==> src/rtl/ohash_pkg.sv <==
// ----------------------------------------------------------------------------
// ohash_pkg
// Shared types and constants of the open-addressing hash table core.
// ----------------------------------------------------------------------------
package ohash_pkg;

  localparam int KEY_W    = 34;
  localparam int POS_W    = 4;
  localparam int STATUS_W = 2;

  // home slot is reduced 8 key bits per cycle, MSB first
  localparam int HASH_DIGIT = 8;
  localparam int HASH_STEPS = (KEY_W + HASH_DIGIT - 1) / HASH_DIGIT;
  localparam int HASH_W     = HASH_STEPS * HASH_DIGIT;
  localparam int HCNT_W     = $clog2(HASH_STEPS);

  typedef enum logic {
    OP_INSERT = 1'b0,
    OP_SEARCH = 1'b1
  } op_e;

  typedef enum logic [STATUS_W-1:0] {
    ST_INSERTED = 2'd0,
    ST_FULL     = 2'd1,
    ST_FOUND    = 2'd2,
    ST_MISSING  = 2'd3
  } status_e;

  typedef enum logic [1:0] {
    S_IDLE,
    S_HASH,
    S_PROBE,
    S_HOLD
  } state_e;

  typedef struct packed {
    logic load;          // latch accepted item
    logic hash_step;     // one reduction step of the home slot
    logic probe_step;    // one probe
    logic res_capture;   // park result while the output is busy
    logic out_load;      // load output register
    logic out_from_hold; // output source is the parked result
  } cmd_t;

  typedef struct packed {
    logic hash_last;
    logic probe_done;
  } sts_t;

endpackage

==> src/rtl/ohash_if.sv <==
// ----------------------------------------------------------------------------
// ohash_req_if / ohash_rsp_if
// Valid/ready channels carrying requests into and results out of the table.
// ----------------------------------------------------------------------------
interface ohash_req_if;
  logic                       valid;
  logic                       ready;
  logic                       op;
  logic [ohash_pkg::KEY_W-1:0] key;
  logic                       quadratic;

  modport source (output valid, output op, output key, output quadratic, input ready);
  modport sink   (input valid, input op, input key, input quadratic, output ready);
endinterface

interface ohash_rsp_if;
  logic                          valid;
  logic                          ready;
  logic [ohash_pkg::STATUS_W-1:0] status;
  logic [ohash_pkg::POS_W-1:0]    position;

  modport source (output valid, output status, output position, input ready);
  modport sink   (input valid, input status, input position, output ready);
endinterface

==> src/rtl/ohash_ctrl.sv <==
// ----------------------------------------------------------------------------
// ohash_ctrl
// Sequencer: accept, home-slot reduction, probing, result hand-off.
// ----------------------------------------------------------------------------
module ohash_ctrl (
  input  logic              clk_i,
  input  logic              rst_ni,
  input  logic              in_valid_i,
  output logic              in_ready_o,
  input  logic              out_ready_i,
  output logic              out_valid_o,
  input  ohash_pkg::sts_t   sts_i,
  output ohash_pkg::cmd_t   cmd_o
);

  ohash_pkg::state_e state_q, state_d;
  logic              out_vld_q, out_vld_d;
  logic              out_free;

  assign out_free    = !out_vld_q || out_ready_i;
  assign out_valid_o = out_vld_q;

  always_ff @(posedge clk_i or negedge rst_ni) begin
    if (!rst_ni) begin
      state_q   <= ohash_pkg::S_IDLE;
      out_vld_q <= 1'b0;
    end else begin
      state_q   <= state_d;
      out_vld_q <= out_vld_d;
    end
  end

  always_comb begin
    state_d    = state_q;
    cmd_o      = '0;
    in_ready_o = 1'b0;
    unique case (state_q)
      ohash_pkg::S_IDLE: begin
        in_ready_o = 1'b1;
        if (in_valid_i) begin
          cmd_o.load = 1'b1;
          state_d    = ohash_pkg::S_HASH;
        end
      end
      ohash_pkg::S_HASH: begin
        cmd_o.hash_step = 1'b1;
        if (sts_i.hash_last) begin
          state_d = ohash_pkg::S_PROBE;
        end
      end
      ohash_pkg::S_PROBE: begin
        cmd_o.probe_step = 1'b1;
        if (sts_i.probe_done) begin
          if (out_free) begin
            cmd_o.out_load = 1'b1;
            state_d        = ohash_pkg::S_IDLE;
          end else begin
            cmd_o.res_capture = 1'b1;
            state_d           = ohash_pkg::S_HOLD;
          end
        end
      end
      ohash_pkg::S_HOLD: begin
        if (out_free) begin
          cmd_o.out_load      = 1'b1;
          cmd_o.out_from_hold = 1'b1;
          state_d             = ohash_pkg::S_IDLE;
        end
      end
      default: state_d = ohash_pkg::S_IDLE;
    endcase
  end

  always_comb begin
    if (cmd_o.out_load) begin
      out_vld_d = 1'b1;
    end else if (out_ready_i) begin
      out_vld_d = 1'b0;
    end else begin
      out_vld_d = out_vld_q;
    end
  end

endmodule

==> src/rtl/ohash_dp.sv <==
// ----------------------------------------------------------------------------
// ohash_dp
// Datapath: key latch, home-slot reduction, probe address, key store,
// occupied bits and result registers.
// ----------------------------------------------------------------------------
module ohash_dp #(
  parameter int SLOTS = 16
) (
  input  logic                             clk_i,
  input  logic                             rst_ni,
  input  ohash_pkg::cmd_t                  cmd_i,
  output ohash_pkg::sts_t                  sts_o,
  input  logic                             op_i,
  input  logic [ohash_pkg::KEY_W-1:0]      key_i,
  input  logic                             quadratic_i,
  output logic [ohash_pkg::STATUS_W-1:0]   status_o,
  output logic [ohash_pkg::POS_W-1:0]      position_o
);

  localparam int SW = (SLOTS > 1) ? $clog2(SLOTS) : 1;
  localparam int KW = ohash_pkg::KEY_W;
  localparam int PW = ohash_pkg::POS_W;
  localparam int HD = ohash_pkg::HASH_DIGIT;
  localparam int HW = ohash_pkg::HASH_W;
  localparam int CW = ohash_pkg::HCNT_W;

  localparam logic [SW:0]   SLOTS_W   = (SW+1)'(SLOTS);
  localparam logic [SW-1:0] LAST_SLOT = SW'(SLOTS - 1);
  localparam logic [SW:0]   TWO_W     = (SW+1)'(2);
  localparam logic [CW-1:0] HLAST     = CW'(ohash_pkg::HASH_STEPS - 1);

  // item
  logic          op_q;
  logic [KW-1:0] key_q;
  logic          quad_q;

  // home slot reduction
  logic [HW-1:0] ksh_q;
  logic [CW-1:0] hcnt_q;
  logic [SW-1:0] rem_q, rem_d;

  // probing
  logic [SW-1:0] slot_q, slot_lin, slot_quad, slot_nxt;
  logic [SW-1:0] dlt_q, dlt_nxt;
  logic [SW-1:0] pcnt_q;
  logic          p_last;

  // search pipeline, second stage compares read data
  logic          a_act_q;
  logic          b_vld_q, b_last_q, b_occ_q;
  logic [SW-1:0] b_slot_q;

  logic [KW-1:0] mem [SLOTS];
  logic [KW-1:0] rd_key_q;
  logic [SLOTS-1:0] valid_q;
  logic          wr_en;

  logic          is_search;
  logic          ins_free, hit;
  logic          res_done;
  ohash_pkg::status_e res_status;
  logic [SW-1:0] res_slot;
  ohash_pkg::status_e hold_status_q;
  logic [SW-1:0] hold_slot_q;
  logic [SW-1:0] out_slot;
  logic [SW+PW-1:0] pos_ext;
  ohash_pkg::status_e out_status;

  // ---- home slot: remainder by SLOTS, one key byte per cycle -------------
  always_comb begin
    logic [SW:0] t;
    rem_d = rem_q;
    for (int b = 0; b < HD; b++) begin
      t = {rem_d, ksh_q[HW-1-b]};
      if (t >= SLOTS_W) begin
        t = t - SLOTS_W;
      end
      rem_d = t[SW-1:0];
    end
  end

  assign sts_o.hash_last = (hcnt_q == HLAST);

  // ---- probe sequences ---------------------------------------------------
  always_comb begin
    logic [SW:0] s, d;
    slot_lin = (slot_q == LAST_SLOT) ? '0 : slot_q + SW'(1);
    s = {1'b0, slot_q} + {1'b0, dlt_q};
    if (s >= SLOTS_W) begin
      s = s - SLOTS_W;
    end
    slot_quad = s[SW-1:0];
    // step from i*i to (i+1)*(i+1) is 2i+1
    d = {1'b0, dlt_q} + TWO_W;
    if (d >= SLOTS_W) begin
      d = d - SLOTS_W;
    end
    dlt_nxt = d[SW-1:0];
  end

  assign is_search = (op_q == ohash_pkg::OP_SEARCH);
  assign slot_nxt  = (!is_search && quad_q) ? slot_quad : slot_lin;
  assign p_last    = (pcnt_q == LAST_SLOT);

  assign ins_free = !valid_q[slot_q];
  assign hit      = b_vld_q && b_occ_q && (rd_key_q == key_q);
  assign wr_en    = cmd_i.probe_step && !is_search && ins_free;

  always_comb begin
    if (is_search) begin
      res_done   = hit || (b_vld_q && b_last_q);
      res_status = hit ? ohash_pkg::ST_FOUND : ohash_pkg::ST_MISSING;
      res_slot   = hit ? b_slot_q : '0;
    end else begin
      res_done   = ins_free || p_last;
      res_status = ins_free ? ohash_pkg::ST_INSERTED : ohash_pkg::ST_FULL;
      res_slot   = ins_free ? slot_q : '0;
    end
  end

  assign sts_o.probe_done = res_done;

  // ---- control registers -------------------------------------------------
  always_ff @(posedge clk_i or negedge rst_ni) begin
    if (!rst_ni) begin
      valid_q <= '0;
      hcnt_q  <= '0;
      a_act_q <= 1'b0;
      b_vld_q <= 1'b0;
    end else begin
      if (wr_en) begin
        valid_q[slot_q] <= 1'b1;
      end
      if (cmd_i.load) begin
        hcnt_q <= '0;
      end else if (cmd_i.hash_step) begin
        hcnt_q <= hcnt_q + CW'(1);
      end
      if (cmd_i.hash_step && sts_o.hash_last) begin
        a_act_q <= 1'b1;
        b_vld_q <= 1'b0;
      end else if (cmd_i.probe_step) begin
        b_vld_q <= a_act_q;
        if (p_last) begin
          a_act_q <= 1'b0;
        end
      end
    end
  end

  // ---- payload registers -------------------------------------------------
  always_ff @(posedge clk_i) begin
    if (cmd_i.load) begin
      op_q   <= op_i;
      key_q  <= key_i;
      quad_q <= quadratic_i;
      ksh_q  <= {{(HW-KW){1'b0}}, key_i};
      rem_q  <= '0;
    end else if (cmd_i.hash_step) begin
      ksh_q <= ksh_q << HD;
      rem_q <= rem_d;
    end
    if (cmd_i.hash_step && sts_o.hash_last) begin
      slot_q <= rem_d;
      dlt_q  <= SW'(1);
      pcnt_q <= '0;
    end else if (cmd_i.probe_step) begin
      slot_q   <= slot_nxt;
      dlt_q    <= dlt_nxt;
      pcnt_q   <= pcnt_q + SW'(1);
      b_slot_q <= slot_q;
      b_last_q <= p_last;
      b_occ_q  <= valid_q[slot_q];
    end
    if (cmd_i.res_capture) begin
      hold_status_q <= res_status;
      hold_slot_q   <= res_slot;
    end
  end

  // ---- key store ---------------------------------------------------------
  always_ff @(posedge clk_i) begin
    if (wr_en) begin
      mem[slot_q] <= key_q;
    end
    rd_key_q <= mem[slot_q];
  end

  // ---- output register ---------------------------------------------------
  assign out_status = cmd_i.out_from_hold ? hold_status_q : res_status;
  assign out_slot   = cmd_i.out_from_hold ? hold_slot_q : res_slot;
  assign pos_ext    = {{PW{1'b0}}, out_slot};

  always_ff @(posedge clk_i) begin
    if (cmd_i.out_load) begin
      status_o   <= out_status;
      position_o <= pos_ext[PW-1:0];
    end
  end

endmodule

==> src/rtl/open_addressing_hash_table_core.sv <==
// ----------------------------------------------------------------------------
// open_addressing_hash_table_core
// Open-addressing hash table of SLOTS numeric keys with linear or quadratic
// insert probing and linear search.
// ----------------------------------------------------------------------------
// Usage:
//   req_i carries op (0 insert, 1 search), a 34-bit key and the quadratic
//   flag for inserts. rsp_o returns status (0 inserted, 1 full, 2 found,
//   3 not found) and the low 4 bits of the slot, 0 when there is none.
//   One item is worked at a time. After acceptance the home slot is reduced
//   from the key one byte per cycle, then one slot is probed per cycle.
//   A search compares the key read for a probe in a second stage, since
//   the key store has a registered read port. At the last probe the result
//   is loaded into the output register if that is free; the next item can
//   be taken in the first cycle the result shows on rsp_o.
//   A result that is not taken waits in the output register while the next
//   item is worked; if that item finishes first it parks and the block stalls
//   until the output drains.
//   Reset clears all occupied marks at once; stored keys are not cleared.
// ----------------------------------------------------------------------------
module open_addressing_hash_table_core #(
  parameter int SLOTS = 16
) (
  input  logic       clk_i,
  input  logic       rst_ni,
  ohash_req_if.sink  req_i,
  ohash_rsp_if.source rsp_o
);

  ohash_pkg::cmd_t cmd;
  ohash_pkg::sts_t sts;

  ohash_ctrl u_ctrl (
    .clk_i       (clk_i),
    .rst_ni      (rst_ni),
    .in_valid_i  (req_i.valid),
    .in_ready_o  (req_i.ready),
    .out_ready_i (rsp_o.ready),
    .out_valid_o (rsp_o.valid),
    .sts_i       (sts),
    .cmd_o       (cmd)
  );

  ohash_dp #(
    .SLOTS (SLOTS)
  ) u_dp (
    .clk_i       (clk_i),
    .rst_ni      (rst_ni),
    .cmd_i       (cmd),
    .sts_o       (sts),
    .op_i        (req_i.op),
    .key_i       (req_i.key),
    .quadratic_i (req_i.quadratic),
    .status_o    (rsp_o.status),
    .position_o  (rsp_o.position)
  );

endmodule
==> src/flat_wrapper.sv <==
// flat-port wrapper written by rule: the top's interface ports become plain ports
module open_addressing_hash_table_core_flat 
#(
  parameter int SLOTS = 16
)
  (clk_i, rst_ni, req_i_valid, req_i_op, req_i_key, req_i_quadratic, req_i_ready, rsp_o_valid, rsp_o_status, rsp_o_position, rsp_o_ready);
  ohash_req_if req_i_i ();
  ohash_rsp_if rsp_o_i ();
  input  logic clk_i;
  input  logic rst_ni;
  input wire logic [$bits(req_i_i.valid)-1:0] req_i_valid;
  input wire logic [$bits(req_i_i.op)-1:0] req_i_op;
  input wire logic [$bits(req_i_i.key)-1:0] req_i_key;
  input wire logic [$bits(req_i_i.quadratic)-1:0] req_i_quadratic;
  output wire logic [$bits(req_i_i.ready)-1:0] req_i_ready;
  output wire logic [$bits(rsp_o_i.valid)-1:0] rsp_o_valid;
  output wire logic [$bits(rsp_o_i.status)-1:0] rsp_o_status;
  output wire logic [$bits(rsp_o_i.position)-1:0] rsp_o_position;
  input wire logic [$bits(rsp_o_i.ready)-1:0] rsp_o_ready;
  assign req_i_i.valid = req_i_valid;
  assign req_i_i.op = req_i_op;
  assign req_i_i.key = req_i_key;
  assign req_i_i.quadratic = req_i_quadratic;
  assign req_i_ready = req_i_i.ready;
  assign rsp_o_valid = rsp_o_i.valid;
  assign rsp_o_status = rsp_o_i.status;
  assign rsp_o_position = rsp_o_i.position;
  assign rsp_o_i.ready = rsp_o_ready;
  open_addressing_hash_table_core #(.SLOTS(SLOTS)) u_core (.clk_i(clk_i), .rst_ni(rst_ni), .req_i(req_i_i), .rsp_o(rsp_o_i));
endmodule
==> config.mk <==
export PLATFORM = sky130hd
export DESIGN_NAME = open_addressing_hash_table_core_flat
export DESIGN_NICKNAME = d
export VERILOG_FILES = /design/src/rtl/ohash_pkg.sv /design/src/rtl/ohash_if.sv /design/src/rtl/ohash_ctrl.sv /design/src/rtl/ohash_dp.sv /design/src/rtl/open_addressing_hash_table_core.sv /design/src/flat_wrapper.sv
export SDC_FILE = /design/constraint.sdc
export NUM_CORES = 1
export LEC_CHECK = 0
export BUFFER_PORTS_ARGS = -buffer_cell sky130_fd_sc_hd__buf_2
export CORE_AREA = 2 2 315 317
export DETAILED_ROUTE_END_ITERATION = 6
export DIE_AREA = 0 0 317 319
export GPL_ROUTABILITY_DRIVEN = 0
export SETUP_SLACK_MARGIN = 0.5
export SLEW_MARGIN = 20
export SYNTH_ARGS = -nofsm -noshare
export SYNTH_HDL_FRONTEND = slang
export SYNTH_HIERARCHICAL = 1
export SYNTH_SLANG_ARGS = --single-unit
==> constraint.sdc <==
create_clock -name clk_i -period 5 [get_ports clk_i]
set_input_delay 0.25 -clock clk_i [delete_from_list [all_inputs] [get_ports clk_i]]
set_output_delay 0.25 -clock clk_i [all_outputs]
set_load 0.03 [all_outputs]
==> results of run 1 <==
synth_stat cells (13+ instances only):
library cell	count
nor2_1	27
edfxtp_1	620
clkbuf_1	28
dfxtp_1	43
dfrtp_1	24
mux2_2	16
mux4_2	172
nand2_1	20
nor2b_1	20
nand4_1	13
and2_1	24
xnor2_1	26
or2_1	16
mux2i_1	15
critical path, stage by stage, from the launching register on:
cell      delay, ns
edfxtp_1       0.59
nor2b_1        0.27
nor4_1         0.30
nand4_1        0.25
nor4_1         0.81
a32oi_1        0.20
a22oi_1        0.35
nor2_1         0.12
nor2_1         0.41
stage by stage:
stage	worst slack, ns	hold slack (ns)
after floorplan	1.86	-0.0456
after global placement	1.30	0.261
after detailed placement	1.28	0.272
after CTS	1.26	0.0231
after global routing	1.05	0.0484
final	1.31	0.0519
how the worst min path moves through the flow:
stage	start	slack, ns	cells after the start	end
global route	req_i_valid	0.05	3	u_core/u_ctrl/state_q[0]
detailed placement	rst_ni	0.27	1	u_core/u_ctrl/out_valid_o
global placement	rst_ni	0.26	1	u_core/u_ctrl/out_valid_o
finish	req_i_valid	0.05	3	u_core/u_ctrl/state_q[0]
floorplan	rst_ni	-0.05	0	u_core/u_ctrl/out_valid_o
CTS	req_i_valid	0.02	3	u_core/u_ctrl/state_q[0]
routing by layer:
layer	wire, um	vias to the layer above	track usage [%]
met5	0	-	0
li1	-	5141	-
met1	24900	6535	15.4
met2	29900	351	19.7
met3	2980	81	1.89
met4	1040	0	3.30
report_power, final:
group          total, mW  switching, mW  internal, mW
Clock               5.03           2.14          2.90
Combinational       2.49           1.31          1.18
Sequential          7.23          0.362          6.87
Total               14.8           3.81          10.9
cell type report:
class	count	area [um^2]	area share, %
Antenna cell	1	2.50	0.00820
Clock buffer	100	1980	6.48
Clock inverter	35	262	0.856
Inverter	8	30.0	0.0983
Multi-Input combinational cell	434	5780	18.9
Sequential cell	687	20100	65.8
Tap cell	1287	1610	5.27
Timing Repair Buffer	105	795	2.60
flip-flops by register name (all words and copies together) (netlist names), 3 cells and up:
register                 flops
u_core/u_dp/mem            544
u_core/u_dp/key_q           34
u_core/u_dp/rd_key_q        34
u_core/u_dp/ksh_q           20
u_core/u_dp/valid_q         16
u_core/u_dp/b_slot_q         4
u_core/u_dp/hold_slot_q      4
u_core/u_dp/pcnt_q           4
u_core/u_dp/position_o       4
u_core/u_dp/slot_q           4
u_core/u_dp/dlt_q            3
u_core/u_dp/hcnt_q           3
cells by family after synthesis:
logic type | after synthesis | synth area share (%)
flip-flops | 687 | 76.8
XOR/XNOR | 37 | 1.24
buffers and inverters | 60 | 1.24
adder cells (fa/ha/maj) | 11 | 0.555
multiplexers | 204 | 16.1
AO/OA/AOI/OAI | 31 | 0.809
AND/OR/NAND/NOR | 151 | 3.23
what timing repair did:
action / 4_1_cts / 5_1_grt
hold endpoints to repair: 69 / 0
hold buffers: 38 / 0
gates resized for setup: 0 / 0
==> results.toml, run 1 <==
[outcome]
outcome = "complete, no violations"

[die]
die_h_um = 319
rows = 115
design.core.area_um2 = 97700
start_util_pct = 26.8
dieArea_um2 = 101000
io_pins = 48
die-width_um = 317

[sta]
tns_ns = 0
drv_slew = 0
fin_worst_skew_ns = 0.0228
max_slew.worst_pin.slew_ns = 1.06
rsz0062_at_grt = "false"
setup_viol = 0
period_share_pct = 73.9
slew_headroom_pct = 29.6
hold_viol_final = 0
fmax_mhz = 271
period_minus_slack_ns = 3.69

[worst_setup_path]
rrSetupSlack_ns = 1.31
ff2ff_path_depth = 8
cp.required_ns = 5.23
arrival_ns = 3.92
endpoint_kind = "flip-flop"
rr_endpoint = "u_core/u_dp/position_o[0]"
crit_fanout = 18
rr_startpoint = "u_core/u_dp/key_q[5]"
worstSetupPathType = "reg -> reg"
crit_path_start = "u_core/u_dp/key_q[5]"
start_kind = "flip-flop"
crit_end = "u_core/u_dp/position_o[0]"

[placed_design]
dp_hpwl_um = 31200
portBuffers = 47
place_inst = 2483
placed_area_um2 = 27900

[drt]
ant_nets = 0
dr_total_vias = 12108
wl_per_cell_um = 22.1
drtIter0Drc = 1195
drtPass1Iterations = 5
drc = 0
routed_wl_um = 58800
routed_via_density = 4.56

[power_and_ir_drop]
ir_drop_v = 0.000220
p_leak_nw = 9.78
cellPowerDensity_nw_per_um2 = 483
power_mw = 14.8

[cts]
cts_sinks = 687
cts_tree = "yes"
htreeDepth = 3
clock_path_buffers = 3
clk_latency_ns = 0.61
clk_pin_slew_ns = 0.06
root_buffer = "clkbuf_16"
cts_setup_buffers = 0
cts_made_buffers = 73

[finish]
final_cell_mix = "620 x edfxtp_1, 172 x mux4_2, 74 x clkbuf_16, 47 x buf_2, 43 x dfxtp_1"
area_growth_pct = 16.8
nFillCells = 9190
fin_nets = 1360
layout_commonest_cell = "edfxtp_1"
drive_above_1_share_pct = 27.9
final_cell_area_um2 = 30500
layoutNonFillerInstCount = 2657
fin_util_pct = 31.3

[yosys]
syn-num-nets = 1232
postSynthCellCount = 1181
synth.largest_area_cell = "edfxtp_1"
synth-main-ff-cell = "edfxtp_1"
yosysWarnings = 6
syn_area_um2 = 26100
synthTopCellsByArea = "edfxtp_1 71%, mux4_2 15%, dfxtp_1 3.3%, dfrtp_1 2.3%, xnor2_1 0.87%"
ys_async_sr_fraction_pct = 3.49
ys_ff_latch = 687
syn_avg_cell_area_um2 = 22.1
seq_area_frac_synth_pct = 76.8
yosys.cell_types.count = 50
synth_edf_count = 620
synth_top_area_share_pct = 71.2

[run]
maxCapViolCount = 0

[global_routing]
grt_usage_pct = 11.6
antenna_found_initial = 1
grt-ovfl-total = 0
grt_max_degree = 144
grt_pass1_vias = 12605
grt_pass1_wl_um = 85400

[hold_path]
min_path_type = "in -> reg"
Power figures use the tool's default switching activity.
==> inputs of run 2 (changes only) <==
clock period = 3.6 ns   (was 5 ns; I/O delays follow)
==> results.toml, run 2 (synthesis results as in run 1) <==
[drt]
wl_per_cell_um = 21.7
drtPass1Iterations = 7
dr_total_vias = 12126
ant_nets = 0
routed_via_density = 4.50
routed_wl_um = 58500
drtIter0Drc = 1105
drc = 0

[finish]
top_regs = "u_core/u_dp/mem: 544 flops, u_core/u_dp/key_q: 34 flops, u_core/u_dp/rd_key_q: 34 flops"
regMostFlops = "u_core/u_dp/mem"
layout_commonest_cell = "edfxtp_1"
final_cell_area_um2 = 31000
final_cell_mix = "620 x edfxtp_1, 172 x mux4_2, 70 x clkbuf_16, 56 x buf_4, 47 x buf_2"
drive_above_1_share_pct = 30.4
largest_reg_flops = 544
area_growth_pct = 18.6
fin_util_pct = 31.7
diodes = 0
layoutNonFillerInstCount = 2695
fin_nets = 1404

[sta]
rsz0062_at_grt = "false"
hold_viol_final = 0
fin_worst_skew_ns = 0.0181
drv_slew = 0
period_minus_slack_ns = 2.95
setup_viol = 0
fmax_mhz = 339
tns_ns = 0
max_slew.worst_pin.slew_ns = 0.913
slew_headroom_pct = 39.1
whs_ns = 0.118
timing.final.ws_setup_ns = 0.647
period_share_pct = 82.0

[placed_design]
place_inst = 2518
portBuffers = 47
placed_area_um2 = 28300
dp_hpwl_um = 33400
pre_cts_slack_ns = 0.559

[die]
dieArea_um2 = 101000
die-width_um = 317
rows = 115
io_pins = 48
die_h_um = 319
design.core.area_um2 = 97700
start_util_pct = 26.8

[cts]
clk_pin_slew_ns = 0.06
cts.repair.resized = 0
cts_tree = "yes"
cts_sinks = 687
clock_path_buffers = 3
root_buffer = "clkbuf_16"
htreeDepth = 3
cts_made_buffers = 69
clk_latency_ns = 0.60

[outcome]
outcome = "complete, no violations"

[global_routing]
grt_max_degree = 92
grt_pass1_vias = 12588
grt-ovfl-total = 0
grt_pass1_wl_um = 85400
grt_usage_pct = 11.6
antenna_found_initial = 3

[run]
maxCapViolCount = 0

[power_and_ir_drop]
power_mw = 20.6
ir_drop_v = 0.000318
cellPowerDensity_nw_per_um2 = 666
p_leak_nw = 10.0

[worst_setup_path]
worstSetupPathType = "reg -> reg"
endpoint_kind = "flip-flop"
cp.required_ns = 3.88
start_kind = "flip-flop"
arrival_ns = 3.24
crit_fanout = 18

[hold_path]
min_path_type = "in -> async"
==> run 2: worst max-delay path, stage by stage, from the launching register on <==
cell	delay, ns
edfxtp_1	0.60
nor2b_1	0.25
nor3_1	0.17
nand4_1	0.21
nor4_1	0.37
buf_4	0.17
a32oi_1	0.13
a22oi_1	0.36
and3_1	0.37
==> run 2: final cells by class <==
class / instances / area [um^2]
clock inverters: 31 / 313
inverters: 8 / 30.0
well taps: 1287 / 1610
repair buffers: 153 / 1270
fillers: 9175 / 66700
multi-input cells: 434 / 5770
flip-flops and latches: 687 / 20100
clock buffers: 95 / 1940
==> run 2: metal layers <==
metal | part of all wire, % | vias to the layer above | track usage (%)
li1 | - | 5209 | -
met1 | 43 | 6481 | 15.6
met2 | 50 | 344 | 19.1
met3 | 5.4 | 92 | 2.36
met4 | 2.1 | 0 | 2.86
met5 | 0 | - | 0
==> run 2: path summary, 6_finish.rpt <==
path	slack, ns	to	cells past startpoint	from
setup / recovery	0.65	u_core/u_dp/hold_slot_q[3]	8	u_core/u_dp/key_q[9]
hold / removal	0.12	u_core/u_dp/hcnt_q[2]	2	rst_ni
setup reg to reg	0.65	u_core/u_dp/hold_slot_q[3]	8	u_core/u_dp/key_q[9]
hold reg to reg	0.47	u_core/u_dp/valid_q[10]	1	u_core/u_dp/valid_q[10]
max in group asynchronous	3.09	u_core/u_dp/valid_q[12]	2	rst_ni
min in group clk_i	0.29	u_core/u_dp/key_q[23]	2	req_i_key[23]
==> run 2: repair_timing <==
item	4_1_cts	5_1_grt
endpoints found under the hold margin	76	0
hold buffers	39	0
buffers inserted	0	12
endpoints found under the setup margin	0	12
==> run 2: report_power, final <==
part	internal, mW	switching, mW	leakage, nW	total [mW]
Sequential	9.53	0.433	6.29	9.96
Clock	4.14	2.93	1.10	7.08
Combinational	1.71	1.90	2.65	3.61
Total	15.4	5.26	10.0	20.6
